===== src/hw/rtl/vcag_pkg.sv =====
// vcag_pkg: shared types and codes for the velocity command authority gate
// holds event codes, authority codes, register indexes and word types
// no dependencies
`default_nettype none

package vcag_pkg;

   localparam logic [2:0] ACT_COMMAND       = 3'd0;
   localparam logic [2:0] ACT_TICK          = 3'd1;
   localparam logic [2:0] ACT_BEGIN_ACQUIRE = 3'd2;
   localparam logic [2:0] ACT_ACQUIRE_DONE  = 3'd3;
   localparam logic [2:0] ACT_BEGIN_RELEASE = 3'd4;
   localparam logic [2:0] ACT_RELEASE_DONE  = 3'd5;
   localparam logic [2:0] ACT_FORCE_RELEASE = 3'd6;
   localparam logic [2:0] ACT_DRIVE_RESULT  = 3'd7;

   localparam logic [1:0] MODE_RELEASED  = 2'd0;
   localparam logic [1:0] MODE_ACQUIRING = 2'd1;
   localparam logic [1:0] MODE_HELD      = 2'd2;
   localparam logic [1:0] MODE_RELEASING = 2'd3;

   localparam int          CSR_INDEX_WIDTH = 8;
   localparam logic [7:0]  REG_COMMAND_TIMEOUT = 8'd0;
   localparam logic [7:0]  REG_FAILURE_LIMIT   = 8'd1;

   localparam logic [31:0] COMMAND_TIMEOUT_RESET = 32'd500;
   localparam logic [7:0]  FAILURE_LIMIT_RESET   = 8'd3;

   localparam logic [15:0] IGNORED_MAX = 16'hffff;
   localparam logic [7:0]  STREAK_MAX  = 8'hff;

   typedef struct packed {
      logic [2:0]         action;
      logic signed [15:0] vel_x;
      logic signed [15:0] vel_y;
      logic signed [15:0] vel_yaw;
      logic [31:0]        now_time;
      logic               success;
      logic signed [31:0] fault_code;
   } req_item_type;

   typedef struct packed {
      logic               intent_valid;
      logic signed [15:0] out_vel_x;
      logic signed [15:0] out_vel_y;
      logic signed [15:0] out_vel_yaw;
      logic [1:0]         authority;
      logic [15:0]        ignored_commands;
      logic [7:0]         failure_streak;
      logic signed [31:0] last_error;
   } rsp_item_type;

   typedef struct packed {
      logic                       we;
      logic [CSR_INDEX_WIDTH-1:0] index;
      logic [31:0]                wdata;
   } csr_write_type;

endpackage

`default_nettype wire


===== src/hw/rtl/velocity_command_authority_gate_core.sv =====
// velocity command authority gate: top level with result register and csr port
// instantiates vcag_in_reg and vcag_update, depends on vcag_pkg
//
// usage:
//  - req_ channel carries one event word (action and its operands) per handshake;
//    every event gives exactly one rsp_ word with any velocity intent and status
//  - csr_ channel writes command_timeout (index 0) and failure_limit (index 1);
//    csr_ready is always high, writes are meant for when no event is in flight
//  - path: an accepted event goes through the input register and then the result
//    register, whose word is on rsp_ until it is taken
//  - throughput: one event per cycle while rsp_ready is high; the input and
//    result registers let a new word enter while the previous result waits
//  - stall: with rsp_ready low the result register holds, one more event
//    waits in the input register, then req_ready drops
//  - reset: synchronous, clears both stages, authority released, counters zero,
//    timeout 500 ticks, failure limit 3
`default_nettype none

module velocity_command_authority_gate_core (
   input  wire logic        clock,
   input  wire logic        reset,

   input  wire logic        req_valid,
   output logic             req_ready,
   input  wire logic [2:0]  req_action,
   input  wire logic signed [15:0] req_vel_x,
   input  wire logic signed [15:0] req_vel_y,
   input  wire logic signed [15:0] req_vel_yaw,
   input  wire logic [31:0] req_now_time,
   input  wire logic        req_success,
   input  wire logic signed [31:0] req_fault_code,

   output logic             rsp_valid,
   input  wire logic        rsp_ready,
   output logic             rsp_intent_valid,
   output logic signed [15:0] rsp_out_vel_x,
   output logic signed [15:0] rsp_out_vel_y,
   output logic signed [15:0] rsp_out_vel_yaw,
   output logic [1:0]       rsp_authority,
   output logic [15:0]      rsp_ignored_commands,
   output logic [7:0]       rsp_failure_streak,
   output logic signed [31:0] rsp_last_error,

   input  wire logic        csr_valid,
   output logic             csr_ready,
   input  wire logic [vcag_pkg::CSR_INDEX_WIDTH-1:0] csr_index,
   input  wire logic [31:0] csr_wdata
);
   import vcag_pkg::*;

   req_item_type  req_item;
   req_item_type  item;
   rsp_item_type  result;
   rsp_item_type  rsp_ff;
   csr_write_type csr;
   logic          item_valid;
   logic          advance;
   logic          rsp_valid_ff, rsp_valid_in;

   assign req_item.action     = req_action;
   assign req_item.vel_x      = req_vel_x;
   assign req_item.vel_y      = req_vel_y;
   assign req_item.vel_yaw    = req_vel_yaw;
   assign req_item.now_time   = req_now_time;
   assign req_item.success    = req_success;
   assign req_item.fault_code = req_fault_code;

   assign csr_ready = 1'b1;
   assign csr.we    = csr_valid && csr_ready;
   assign csr.index = csr_index;
   assign csr.wdata = csr_wdata;

   assign advance      = item_valid && (!rsp_valid_ff || rsp_ready);
   assign rsp_valid_in = advance || (rsp_valid_ff && !rsp_ready);

   vcag_in_reg u_in_reg (
      .clock      (clock),
      .reset      (reset),
      .req_valid  (req_valid),
      .req_ready  (req_ready),
      .req_item   (req_item),
      .advance    (advance),
      .item_valid (item_valid),
      .item       (item)
   );

   vcag_update u_update (
      .clock   (clock),
      .reset   (reset),
      .advance (advance),
      .item    (item),
      .csr     (csr),
      .result  (result)
   );

   always_ff @(posedge clock) begin
      if (reset) begin
         rsp_valid_ff <= 1'b0;
      end else begin
         rsp_valid_ff <= rsp_valid_in;
      end
   end

   always_ff @(posedge clock) begin
      if (advance) begin
         rsp_ff <= result;
      end
   end

   assign rsp_valid            = rsp_valid_ff;
   assign rsp_intent_valid     = rsp_ff.intent_valid;
   assign rsp_out_vel_x        = rsp_ff.out_vel_x;
   assign rsp_out_vel_y        = rsp_ff.out_vel_y;
   assign rsp_out_vel_yaw      = rsp_ff.out_vel_yaw;
   assign rsp_authority        = rsp_ff.authority;
   assign rsp_ignored_commands = rsp_ff.ignored_commands;
   assign rsp_failure_streak   = rsp_ff.failure_streak;
   assign rsp_last_error       = rsp_ff.last_error;

endmodule

`default_nettype wire


===== src/hw/rtl/vcag_in_reg.sv =====
// vcag_in_reg: input register stage of the authority gate
// holds one accepted request word until the update stage takes it
// depends on vcag_pkg
`default_nettype none

module vcag_in_reg (
   input  wire logic                  clock,
   input  wire logic                  reset,
   input  wire logic                  req_valid,
   output logic                       req_ready,
   input  wire vcag_pkg::req_item_type req_item,
   input  wire logic                  advance,
   output logic                       item_valid,
   output vcag_pkg::req_item_type     item
);
   import vcag_pkg::*;

   logic         valid_ff, valid_in;
   req_item_type item_ff;

   assign req_ready  = !valid_ff || advance;
   assign valid_in   = (req_valid && req_ready) || (valid_ff && !advance);
   assign item_valid = valid_ff;
   assign item       = item_ff;

   always_ff @(posedge clock) begin
      if (reset) begin
         valid_ff <= 1'b0;
      end else begin
         valid_ff <= valid_in;
      end
   end

   always_ff @(posedge clock) begin
      if (req_valid && req_ready) begin
         item_ff <= req_item;
      end
   end

endmodule

`default_nettype wire


===== src/hw/rtl/vcag_update.sv =====
// vcag_update: authority state, latched command, counters and config registers
// computes one result word per event and updates state when the event advances
// depends on vcag_pkg
`default_nettype none

module vcag_update (
   input  wire logic                   clock,
   input  wire logic                   reset,
   input  wire logic                   advance,
   input  wire vcag_pkg::req_item_type  item,
   input  wire vcag_pkg::csr_write_type csr,
   output vcag_pkg::rsp_item_type       result
);
   import vcag_pkg::*;

   logic [31:0]        timeout_ff;
   logic [7:0]         limit_ff;
   logic [1:0]         mode_ff, mode_in;
   logic signed [15:0] vx_ff, vx_in;
   logic signed [15:0] vy_ff, vy_in;
   logic signed [15:0] vyaw_ff, vyaw_in;
   logic [31:0]        arrival_ff, arrival_in;
   logic               ever_ff, ever_in;
   logic               stop_ff, stop_in;
   logic [15:0]        ignored_ff, ignored_in;
   logic [7:0]         streak_ff, streak_in;
   logic signed [31:0] error_ff, error_in;

   logic [31:0] age;
   logic        stale;
   logic        cmd_zero;
   logic        in_zero;
   logic [7:0]  streak_bump;

   assign age         = item.now_time - arrival_ff;
   assign stale       = !ever_ff || (age > timeout_ff);
   assign cmd_zero    = (vx_ff == 16'sd0) && (vy_ff == 16'sd0) && (vyaw_ff == 16'sd0);
   assign in_zero     = (item.vel_x == 16'sd0) && (item.vel_y == 16'sd0)
                        && (item.vel_yaw == 16'sd0);
   assign streak_bump = (streak_ff < STREAK_MAX) ? streak_ff + 8'd1 : streak_ff;

   always_comb begin
      mode_in    = mode_ff;
      vx_in      = vx_ff;
      vy_in      = vy_ff;
      vyaw_in    = vyaw_ff;
      arrival_in = arrival_ff;
      ever_in    = ever_ff;
      stop_in    = stop_ff;
      ignored_in = ignored_ff;
      streak_in  = streak_ff;
      error_in   = error_ff;

      result              = '0;

      unique case (item.action) inside
         ACT_COMMAND: begin
            if (mode_ff != MODE_HELD && !in_zero && ignored_ff != IGNORED_MAX) begin
               ignored_in = ignored_ff + 16'd1;
            end
            vx_in      = item.vel_x;
            vy_in      = item.vel_y;
            vyaw_in    = item.vel_yaw;
            arrival_in = item.now_time;
            ever_in    = 1'b1;
         end
         ACT_TICK: begin
            if (mode_ff == MODE_HELD) begin
               if (stale || cmd_zero) begin
                  if (!stop_ff) begin
                     stop_in             = 1'b1;
                     result.intent_valid = 1'b1;
                  end
               end else begin
                  stop_in             = 1'b0;
                  result.intent_valid = 1'b1;
                  result.out_vel_x    = vx_ff;
                  result.out_vel_y    = vy_ff;
                  result.out_vel_yaw  = vyaw_ff;
               end
            end
         end
         ACT_BEGIN_ACQUIRE: begin
            mode_in   = MODE_ACQUIRING;
            streak_in = 8'd0;
         end
         ACT_ACQUIRE_DONE: begin
            mode_in = item.success ? MODE_HELD : MODE_RELEASED;
            stop_in = 1'b0;
         end
         ACT_BEGIN_RELEASE: begin
            mode_in = MODE_RELEASING;
         end
         ACT_RELEASE_DONE, ACT_FORCE_RELEASE: begin
            mode_in = MODE_RELEASED;
         end
         ACT_DRIVE_RESULT: begin
            error_in = item.fault_code;
            if (item.fault_code == 32'sd0) begin
               streak_in = 8'd0;
            end else begin
               streak_in = streak_bump;
               if (streak_bump >= limit_ff && mode_ff == MODE_HELD) begin
                  mode_in = MODE_RELEASED;
               end
            end
         end
         default: begin
         end
      endcase

      result.authority        = mode_in;
      result.ignored_commands = ignored_in;
      result.failure_streak   = streak_in;
      result.last_error       = error_in;
   end

   always_ff @(posedge clock) begin
      if (reset) begin
         timeout_ff <= COMMAND_TIMEOUT_RESET;
         limit_ff   <= FAILURE_LIMIT_RESET;
      end else if (csr.we) begin
         unique case (csr.index)
            REG_COMMAND_TIMEOUT: timeout_ff <= csr.wdata;
            REG_FAILURE_LIMIT:   limit_ff   <= csr.wdata[7:0];
            default: begin
            end
         endcase
      end
   end

   always_ff @(posedge clock) begin
      if (reset) begin
         mode_ff    <= MODE_RELEASED;
         vx_ff      <= '0;
         vy_ff      <= '0;
         vyaw_ff    <= '0;
         arrival_ff <= '0;
         ever_ff    <= 1'b0;
         stop_ff    <= 1'b0;
         ignored_ff <= '0;
         streak_ff  <= '0;
         error_ff   <= '0;
      end else if (advance) begin
         mode_ff    <= mode_in;
         vx_ff      <= vx_in;
         vy_ff      <= vy_in;
         vyaw_ff    <= vyaw_in;
         arrival_ff <= arrival_in;
         ever_ff    <= ever_in;
         stop_ff    <= stop_in;
         ignored_ff <= ignored_in;
         streak_ff  <= streak_in;
         error_ff   <= error_in;
      end
   end

endmodule

`default_nettype wire


===== config.mk =====
export PLATFORM = sky130hd
export DESIGN_NAME = velocity_command_authority_gate_core
export DESIGN_NICKNAME = d
export VERILOG_FILES = /design/src/hw/rtl/vcag_pkg.sv /design/src/hw/rtl/velocity_command_authority_gate_core.sv /design/src/hw/rtl/vcag_in_reg.sv /design/src/hw/rtl/vcag_update.sv
export SDC_FILE = /design/constraint.sdc
export NUM_CORES = 1
export LEC_CHECK = 0
export BUFFER_PORTS_ARGS = -buffer_cell sky130_fd_sc_hd__buf_4
export CAP_MARGIN = 20
export CORE_MARGIN = 2
export CORE_UTILIZATION = 40
export DETAILED_ROUTE_END_ITERATION = 12
export GPL_TIMING_DRIVEN = 0
export SLEW_MARGIN = 20
export SYNTH_ARGS = -nofsm -noshare
export SYNTH_HDL_FRONTEND = slang
export SYNTH_HIERARCHICAL = 1
export SYNTH_SLANG_ARGS = --single-unit

===== constraint.sdc =====
create_clock -name clock -period 4.5 [get_ports clock]
set_input_delay 0.675 -clock clock [delete_from_list [all_inputs] [get_ports clock]]
set_output_delay 0.675 -clock clock [all_outputs]
set_load 0.01 [all_outputs]

== Word level (Yosys, flattened, before mapping) ==
Cells that the tools add are included.
Cells by class
  add/sub/neg operators: 3
  magnitude comparators: 3
  eq/ne operators: 12
  mux-type cells: 15
  bitwise operators: 2
  reductions and logical operators: 40
Operators by type and width (number)
  zero test 16 bit: 6
  > comparator 32 bit: 1
  zero test 32 bit: 1
  two-way mux 16 bit: 2
  two-way mux 32 bit: 1
  subtractor 32 bit: 1
  adder 16 x 1 -> 16 bit, second input constant: 1
  two-way mux 8 bit: 2
  inequality test 16 bit, second input constant: 1
  one-hot mux 8 bit (2 select lines): 1
  equality test 3 bit, second input constant: 4
  logical AND 1 bit: 11
  one-hot mux 2 bit (5 select lines): 1
  adder 8 x 1 -> 8 bit, second input constant: 1
  equality test 8 x 1 -> 1 bit, second input constant: 1
  >= comparator 8 bit: 1
  zero test 8 bit: 1
  < comparator 8 bit, second input constant: 1
  AND reduction 2 bit: 4
  equality test 3 x 2 -> 1 bit, second input constant: 2
  zero test 1 bit: 6
  logical OR 1 bit: 6
  two-way mux 2 bit: 3
  two-way mux 1 bit: 4
  other kinds (10): 12
Word-level totals
  register bits: 405
  input bits: 161
  output and inout bits: 110
  logic and storage cells: 104

== Longest topological paths before layout ==
Gate-level depths: netlist of run 1.
  depth after elaboration: 8
  mapped depth: 23
  depth with buffers taken out: 21

== Cells and area by module ==
The synthesis of run 1 kept the hierarchy.
By module, submodules not included
  vcag_update: instances 1, cells each 1374, area each 10746.6 um^2, seq. area each 3603.5 um^2
  vcag_in_reg: instances 1, cells each 121, area each 3538.4 um^2, seq. area each 3503.4 um^2
  velocity_command_authority_gate_core: instances 1, cells each 114, area each 3279.4 um^2, seq. area each 3233.1 um^2

== Worst setup path before layout of run 1 ==
Ideal clock, no wire load.
  kind: register to register
  start point: register u_in_reg.item_ff (netlist bit u_in_reg/item[33])
  end point: register rsp_ff (netlist bit rsp_out_vel_x[0]), data pin
  library setup time: 131 ps
  arrival time: 4494 ps
  data required time: 4369 ps
  slack: -124 ps
  cell stages (with the launch flop): 23
  path buffers: 2
  clock period less this slack: 4624 ps
  cell sequence: edfxtp_1 inv_1 ha_1 inv_1 fa_1 a21o_1 a2bb2oi_1 a21o_2 o21bai_1 a2111oi_2 nor2_1 a221o_1 xor2_1 ha_1 nand3_1 nor3_1 nand3_1 or3_1 and3_1 nor4b_4 buf_2 clkbuf_2 and2_1
On the way
  word-level cells in the longest chain between the ends: 5
RTL lines
  start: declaration: RTL line vcag_in_reg.sv:19  | req_item_type item_ff;
  start signal: assignment: RTL line vcag_in_reg.sv:36  | item_ff <= req_item;
  subtractor 32 bit: RTL line vcag_update.sv:35  | assign age = item.now_time - arrival_ff;
  > comparator 32 bit: RTL line vcag_update.sv:36  | assign stale = !ever_ff || (age > timeout_ff);
  logical OR 1 bit: RTL line vcag_update.sv:36
  logical OR 1 bit: RTL line vcag_update.sv:69  | if (stale || cmd_zero) begin
  OR reduction 3 bit (no source line)
  end signal: assignment: RTL line velocity_command_authority_gate_core.sv:106  | rsp_ff <= result;
  end: declaration: RTL line velocity_command_authority_gate_core.sv:54  | rsp_item_type rsp_ff;
No other way between the ends.
A chain may end at the register's enable or synchronous reset.

== Final worst setup path of run 1 ==
  start point: register u_in_reg.item_ff (netlist bit u_in_reg/item[33])
  end point: register rsp_ff (netlist bit rsp_out_vel_x[11]), data pin
Same word-level chain as after synthesis.

==> results.md, run 1 <==
* CP delay by family, top: simple AND/OR/NAND/NOR gates
* GRT Util Overall at 19.7%
* Reg-to-Reg Start: u_in_reg/item[33]$_DFFE_PP_
* Initial Util at 40.7%
* Most frequent cells in the layout: buf_4 (288), nand2_1 (253), edfxtp_1 (223)
* Crit path DAT at 5.39 ns
* RSZ-0062 raised after global routing: yes
* Synth Area per Inst at 10.9 um2
* DP Cell Count at 2,467
* CP max FO at 10
* Post-synth ARST share at 0%
* Top FF cell, synth: edfxtp_1
* Leakage at 8.49 nW
* Mapped Nets at 1,844
* Violated checks: negative setup slack
* RR Endpoint: rsp_out_vel_x[11]$_DFFE_PP_
* Num rows at 76
* Final core occ at 51.6%
* Post-synth EDFFs at 223
* Die Y at 214 um
* Via count at 12,841
* Hold Crit Depth at 1
* Register area share after synthesis at 58.9%
* Area growth, synth to finish at 26.9%
* CP bufs+invs at 7
* Post-DP Area at 20,400 um2
* Tmin final at 4.96 ns
* Gate Count Post-Synth at 1,609
* Largest net degree at the start of global routing at 49
* Yosys reg bits at 405
* Vias in the first global route at 12,892
* CTS tree: done
* I/O Buffers at 269
* Hold wc startpoint: req_fault_code[6]
* Worst Skew at 0.0208 ns
* Bufs on Longest Clock Path at 3
* Slew margin rel. at 30.8%
* CP required at 4.94 ns
* Most common library cell in the layout ignoring fill and taps: buf_4
* Clk slew on worst S/H paths at 0.06 ns
* WS Path Type: reg2reg
* Pwr dens at 389 nW/um2
* Max incr delay on CP at 0.43 ns
* Placer Congestion at 0.868
* Nets at 2,175
* R2R setup slack at -0.46 ns
* Slowest-stage cell, CP: or3_4
* Final non-filler cell total at 2,562
* Antenna violation net count after detailed routing at 0
* Max IR drop VDD at 0.000244 V
* Die X-Extent at 214 um
* Antenna violations before repair at 1
* Reg2Reg Depth at 25
* Storage element area at 10,300 um2
* DR iter-0 viols at 618
* Crit share post-route at 110%
* Final Setup Violations at 50
* WL final at 45.0 mm
* Core box area at 43,200 um2
* Max cap viols at 0
* Clk root buf: clkbuf_16
* DRC viols at 0
* Share of cells above drive strength 1 at 23.7%
* Die ar. at 45,600 um2
* Final Hold Fails at 0
* Post-synthesis cell type count at 74
* Multi-input gate area at 6860 um2
* CTS buffer count at 45
* Routed vias/inst at 5.01
* Routed length per instance at 17.6 um
* Global-route wire length before repair at 69.2 mm
* Worst setup SP type: flip-flop
* Filler cells at 3,981
* Mapped Area at 17,600 um2
* Hold worst-path end: u_in_reg/item[6]$_DFFE_PP_
* Final WS setup at -0.457 ns
* Final Cell Area at 22,300 um2
* H-tree levels at 2
* Synth warn at 6
* Clock Sinks at 405
* HPWL Detailed at 33.4 mm
* Worst slew pin tran at 1.04 ns
* F_max at 202 MHz
* Grt ovf at 0
* Max Transition Viols Final at 0
* HP Class: in2reg
* DRT Pass-1 Iters at 7
* IO Count at 271
* Skew-Pair Late Insertion Delay at 0.58 ns
* Outcome: finished with violations
* Crit. End Element: flip-flop
synth_stat cells, drive strengths merged, types with 6 or more instances:
cell type / count / area, um2
a211o: 7 / 61.3
a21o: 29 / 219
a21oi: 150 / 762
a22oi: 8 / 60.1
and2: 57 / 363
and3: 17 / 106
buf: 6 / 27.5
clkbuf: 67 / 254
dfxtp: 182 / 3640
edfxtp: 223 / 6700
ha: 73 / 913
inv: 86 / 323
mux2: 34 / 383
mux2i: 44 / 440
nand2: 254 / 953
nand3: 30 / 150
nand4: 23 / 144
nor2: 100 / 378
nor2b: 8 / 50.1
nor3: 7 / 40.0
nor4: 36 / 225
o211ai: 6 / 45.0
o21ai: 25 / 125
or3: 8 / 50.1
xnor2: 39 / 342
xor2: 17 / 149
metrics by stage:
step	power [mW]	TNS (ns)	hold WS, ns	setup WS, ns
after floorplan	4.65	0	0.430	0.0259
after global placement	5.02	-42.18	0.442	-0.957
after detailed placement	5.04	-45.17	0.447	-1.01
after CTS	8.74	-18.75	0.239	-0.430
after global routing	9.00	-31.42	0.252	-0.678
final	8.66	-20.65	0.272	-0.457
area by class of cell:
cell class | instances | area share (%)
flip-flops and latches | 405 | 46.4
multi-input cells | 1045 | 30.8
repair buffers | 294 | 10.2
clock buffers | 60 | 5.44
well taps | 585 | 3.28
inverters | 86 | 1.45
plain buffers | 63 | 1.25
clock inverters | 23 | 1.13
diodes | 1 | 0.0112
timing repair:
item	CTS	global route
pin swaps	28	13
setup endpoints to repair	50	50
cloned	1	1
resized for setup	42	30
hold buffers	0	0
buffers inserted	14	7
state kept, by name, summed over array words and instances, names as in the netlist, 8 cells and up:
| signal | flops |
|---|---|
| rsp_failure_streak | 8 |
| rsp_ignored_commands | 16 |
| rsp_last_error | 32 |
| rsp_out_vel_x | 16 |
| rsp_out_vel_y | 16 |
| rsp_out_vel_yaw | 16 |
| u_in_reg/item | 116 |
| u_update/arrival_ff | 32 |
| u_update/error_ff | 32 |
| u_update/ignored_ff | 16 |
| u_update/limit_ff | 8 |
| u_update/streak_ff | 8 |
| u_update/timeout_ff | 32 |
| u_update/vx_ff | 16 |
| u_update/vy_ff | 16 |
| u_update/vyaw_ff | 16 |
layer usage:
layer	track usage, %	wire (um)
met2	33.2	21700
met4	7.78	1550
met5	0	0
met3	2.94	2040
met1	25.7	19800
logic make-up (layout without fill, tap and decap cells):
group,count (synthesis),in the layout,synth area share (%)
xor+xnor,56,56,2.79
mux,78,78,4.69
simple gates,561,561,15.1
flops,405,405,58.9
fa+ha+maj,74,74,5.31
other cells,1,2,0.0214
compound gates,275,275,9.74
buf+inv,159,526,3.44
report_power, final:
group,internal (mW),switching (mW),total [mW]
sequential,4.06,0.0712,4.13
clock,2.14,1.51,3.65
combinational,0.402,0.472,0.874
total,6.61,2.05,8.66
worst max-delay path by stage:
stage | start | endpoint | cells after the start
floorplan | u_in_reg/item[33]$_DFFE_PP_ | rsp_out_vel_x[0]$_DFFE_PP_ | 22
global placement | u_in_reg/item[50]$_DFFE_PP_ | rsp_out_vel_y[2]$_DFFE_PP_ | 18
detailed placement | u_in_reg/item[50]$_DFFE_PP_ | rsp_out_vel_y[2]$_DFFE_PP_ | 18
CTS | u_in_reg/item[33]$_DFFE_PP_ | rsp_out_vel_y[14]$_DFFE_PP_ | 25
global route | u_in_reg/item[33]$_DFFE_PP_ | rsp_out_vel_y[14]$_DFFE_PP_ | 25
finish | u_in_reg/item[33]$_DFFE_PP_ | rsp_out_vel_x[11]$_DFFE_PP_ | 25
No activity file was read; power rests on OpenSTA's default activity.
==> run 2: changes to the inputs <==
--- a/config.mk
+++ b/config.mk
@@ -14,5 +14,4 @@
 export SLEW_MARGIN = 20
 export SYNTH_ARGS = -nofsm -noshare
 export SYNTH_HDL_FRONTEND = slang
-export SYNTH_HIERARCHICAL = 1
 export SYNTH_SLANG_ARGS = --single-unit
==> run 2 against run 1 <==
Net effect:
- the flow still finishes with violations (negative setup slack)
- maximum frequency is 4.9% higher
- worst setup slack gained 0.23 ns
- global-route usage is 0.70 points higher
- critical endpoint is now rsp_out_vel_y[13]$_SDFFCE_PP0P_
- largest cell class unchanged
- utilization decreased by 0.57 points
- routed wire length is 4.1% higher
- sequential share of layout area rose by 0.41 points
- non-clock buffer count grew 9
- total power is 3.8% lower
==> results.md, run 2 <==
* I/O Buffers at 268 (was 269)
* Initial Util at 40.6% (was 40.7%)
* Tmin final at 4.73 ns (was 4.96 ns)
* Post-synthesis cell type count at 68 (was 74)
* # hold bufs at CTS at 0 (unchanged)
* Setup crit start: u_in_reg.item[47]$_DFFE_PP_ (was u_in_reg/item[33]$_DFFE_PP_)
* Die X-Extent at 214 um (about the same)
* P_sw at 1.96 mW (was 2.05 mW)
* F_max at 212 MHz (was 202 MHz)
* Top cells by count, synth: nand2_1 (258), edfxtp_1 (223), dfxtp_1 (182) (was nand2_1 (254), edfxtp_1 (223), dfxtp_1 (182))
* HP Class: in2reg (unchanged)
* Pwr dens at 377 nW/um2 (was 389 nW/um2)
* Reg2Reg Depth at 20 (was 25)
* Logic pwr share at 9.4% (was 10.1%)
* Mapped Area at 17,600 um2 (about the same)
* Bufs on Longest Clock Path at 3 (unchanged)
* Crit share post-route at 105% (was 110%)
* Grt ovf at 0 (unchanged)
* Worst slew pin tran at 1.04 ns (about the same)
* Pint at 6.37 mW (was 6.61 mW)
* WS Path Type: reg2reg (unchanged)
* Max cap viols at 0 (unchanged)
* Num rows at 76 (unchanged)
* Routed vias/inst at 4.98 (was 5.01)
* Sw frac at 23.6% (was 23.7%)
* CTS tree: done (unchanged)
* Via count at 13,070 (was 12,841)
* Mapped Nets at 1,905 (was 1,844)
* Met2 wire length at 21.7 mm (about the same)
* Post-synth EDFFs at 223 (unchanged)
* Largest net degree at the start of global routing at 81 (was 49)
* Register area share after synthesis at 58.8% (was 58.9%)
* Max Transition Viols Final at 0 (unchanged)
* GRT Util Overall at 20.4% (was 19.7%)
* Crit path DAT at 5.17 ns (was 5.39 ns)
* Most frequent cell after synthesis: nand2_1 (unchanged)
* Outcome: finished with violations (unchanged)
* Die Y at 214 um (about the same)
* Leakage at 8.34 nW (was 8.49 nW)
* Flop pwr share at 49.5% (was 47.7%)
* Max FFs per register at 116 (unchanged)
* Final Setup Violations at 49 (was 50)
* Most common library cell in the layout ignoring fill and taps: buf_4 (unchanged)
* Core box area at 43,300 um2 (was 43,200 um2)
* Synth warn at 0 (was 6)
* Synth Area per Inst at 10.5 um2 (was 10.9 um2)
* Synth area leader: edfxtp_1 (unchanged)
* DRT Pass-1 Iters at 5 (was 7)
* Crit. End Element: flip-flop (unchanged)
* Antenna violations before repair at 1 (unchanged)
* HPWL Detailed at 34.4 mm (was 33.4 mm)
* Final WS setup at -0.228 ns (was -0.457 ns)
* Met3 wire length at 2.55 mm (was 2.04 mm)
* Final Hold Fails at 0 (unchanged)
* Pwr Total at 8.33 mW (was 8.66 mW)
* CP required at 4.94 ns (about the same)
* Clk root buf: clkbuf_16 (unchanged)
* Placer Congestion at 0.856 (was 0.868)
* R2R setup slack at -0.23 ns (was -0.46 ns)
* Clock Sinks at 405 (unchanged)
* Reg-to-Reg Start: u_in_reg.item[47]$_DFFE_PP_ (was u_in_reg/item[33]$_DFFE_PP_)
* Vias in the first global route at 12,970 (was 12,892)
* DR iter-0 viols at 791 (was 618)
* CP max FO at 8 (was 10)
* Max IR drop VDD at 0.000236 V (was 0.000244 V)
* Global-route wire length before repair at 71.2 mm (was 69.2 mm)
* Crit path capture: rsp_out_vel_y[13]$_SDFFCE_PP0P_ (was rsp_out_vel_x[11]$_DFFE_PP_)
* Die ar. at 45,600 um2 (about the same)
* Top FF cell, synth: edfxtp_1 (unchanged)
* Top Metal Used: met4 (unchanged)
* Violated checks: negative setup slack (unchanged)
* DRC viols at 0 (unchanged)
* Routed length per instance at 17.9 um (was 17.6 um)
* Worst Skew at 0.0171 ns (was 0.0208 ns)
* RSZ-0062 raised after global routing: yes (unchanged)
* Nets at 2,235 (was 2,175)
* Clock power frac at 41.1% (was 42.2%)
* Slew margin rel. at 30.8% (about the same)
* WL final at 46.9 mm (was 45.0 mm)
* Share of cells above drive strength 1 at 21.3% (was 23.7%)
* Clk slew on worst S/H paths at 0.06 ns (about the same)
* Synth top area share at 38.1% (about the same)
* Worst setup SP type: flip-flop (unchanged)
* Gate Count Post-Synth at 1,670 (was 1,609)
* Skew-Pair Late Insertion Delay at 0.58 ns (about the same)
* Most frequent cells in the layout: buf_4 (286), nand2_1 (258), edfxtp_1 (223) (was buf_4 (288), nand2_1 (253), edfxtp_1 (223))
* Yosys reg bits at 405 (unchanged)
* Synth area leaders: edfxtp_1 (38%), dfxtp_1 (21%), nand2_1 (5.5%) (was edfxtp_1 (38%), dfxtp_1 (21%), nand2_1 (5.4%))
* Post-route setup TNS at -9.42 ns (was -20.65 ns)
* IO Count at 271 (unchanged)
* M1 wire length at 21.3 mm (was 19.8 mm)
* Post-synth ARST share at 0% (unchanged)
* Area growth, synth to finish at 25.7% (was 26.9%)
* Antenna violation net count after detailed routing at 0 (unchanged)
* CTS buffer count at 44 (was 45)
* RR Endpoint: rsp_out_vel_y[13]$_SDFFCE_PP0P_ (was rsp_out_vel_x[11]$_DFFE_PP_)
* H-tree levels at 2 (unchanged)
## run 2: cell count changes in the layout (fill, tap and decap cells not counted), moves of 6 or more
cell      delta
nor3_1      +52
nor2_1      +45
mux2i_1     -35
clkbuf_1    +18
and3_1      -14
a21o_1      -10
nand3_1      -9
o21ai_1      +9
a21oi_1      +8
o21ai_0      -8
xor2_1       +6
## run 2: worst max-delay path: stages (launching register included)
cell and delay, ns:
edfxtp_1 0.44, ha_4 0.18, clkbuf_1 0.19, a21o_1 0.21
a21oi_2 0.18, o21bai_2 0.13, or3_4 0.40, o21ai_1 0.13
or3b_1 0.37, xor2_1 0.16, ha_1 0.31, nand4_1 0.13
or4_4 0.55, o21bai_1 0.14, o22ai_1 0.10, a311oi_2 0.19
buf_4 0.17, and2b_2 0.18, buf_6 0.14, buf_6 0.13
and2_4 0.14
## run 2: area by class of cell
class	instances	area, um2
fill	3967	21200
antenna	2	5.00
inverter	90	338
multi-input combinational	1093	6740
clock inverter	14	125
buffer	79	354
tap	585	732
clock buffer	67	1240
timing repair buffer	287	2220
sequential	405	10300
## run 2: timing repair
item                                    in CTS  in global routing
endpoints found under the setup margin      50                 50
pin swaps                                   26                  8
setup buffers                                8                  6
cloned                                       2                  1
resized for setup                           30                 23
## run 2: power by group through the flow
stage | Clock [mW] | Combinational (mW) | Sequential [mW]
floorplan | 0 | 0.404 | 4.20
global placement | 0 | 0.734 | 4.21
detailed placement | 0 | 0.757 | 4.20
CTS | 3.52 | 0.777 | 4.12
global route | 3.68 | 0.864 | 4.13
finish | 3.43 | 0.781 | 4.12
## run 2: logic make-up (layout without fill, tap and decap cells)
| family | count (synthesis) | in the layout | synth area share, % |
|---|---|---|---|
| simple gates | 631 | 631 | 16.4 |
| mux | 42 | 42 | 2.63 |
| buf+inv | 172 | 537 | 3.89 |
| compound gates | 281 | 281 | 9.75 |
| xor+xnor | 64 | 64 | 3.19 |
| other cells | 1 | 3 | 0.0213 |
| flops | 405 | 405 | 58.8 |
| fa+ha+maj | 74 | 74 | 5.31 |
## run 2: worst min path at each step
stage / startpoint / slack (ns) / endpoint / depth (start not counted)
4_1_cts: req_fault_code[24] / 0.24 / u_in_reg.item[24]$_DFFE_PP_ / 1
3_3_place_gp: u_update.arrival_ff[22]$_SDFFE_PP0P_ / 0.44 / u_update.arrival_ff[22]$_SDFFE_PP0P_ / 2
5_1_grt: req_fault_code[24] / 0.24 / u_in_reg.item[24]$_DFFE_PP_ / 1
6_report: req_now_time[20] / 0.27 / u_in_reg.item[53]$_DFFE_PP_ / 1
3_5_place_dp: u_update.arrival_ff[5]$_SDFFE_PP0P_ / 0.45 / u_update.arrival_ff[5]$_SDFFE_PP0P_ / 2
2_1_floorplan: u_update.arrival_ff[10]$_SDFFE_PP0P_ / 0.44 / u_update.arrival_ff[10]$_SDFFE_PP0P_ / 2
## run 2: layer usage
metal,up-vias,global-route usage [%]
met5,-,0
met4,0,7.61
met3,84,3.25
met2,355,32.9
met1,6106,27.8
li1,6525,-
## run 2: through the flow
step	hold WS [ns]	instance area, um2	cells	utilization [%]	setup slack (ns)
floorplan	0.436	17600	1670	-	0.0735
global placement	0.442	20300	2523	47.0	-1.15
global route	0.245	22100	2621	51.0	-0.411
detailed placement	0.447	20400	2526	47.2	-1.13
CTS	0.235	22000	2616	50.8	-0.284
finish	0.267	22100	2622	51.1	-0.228
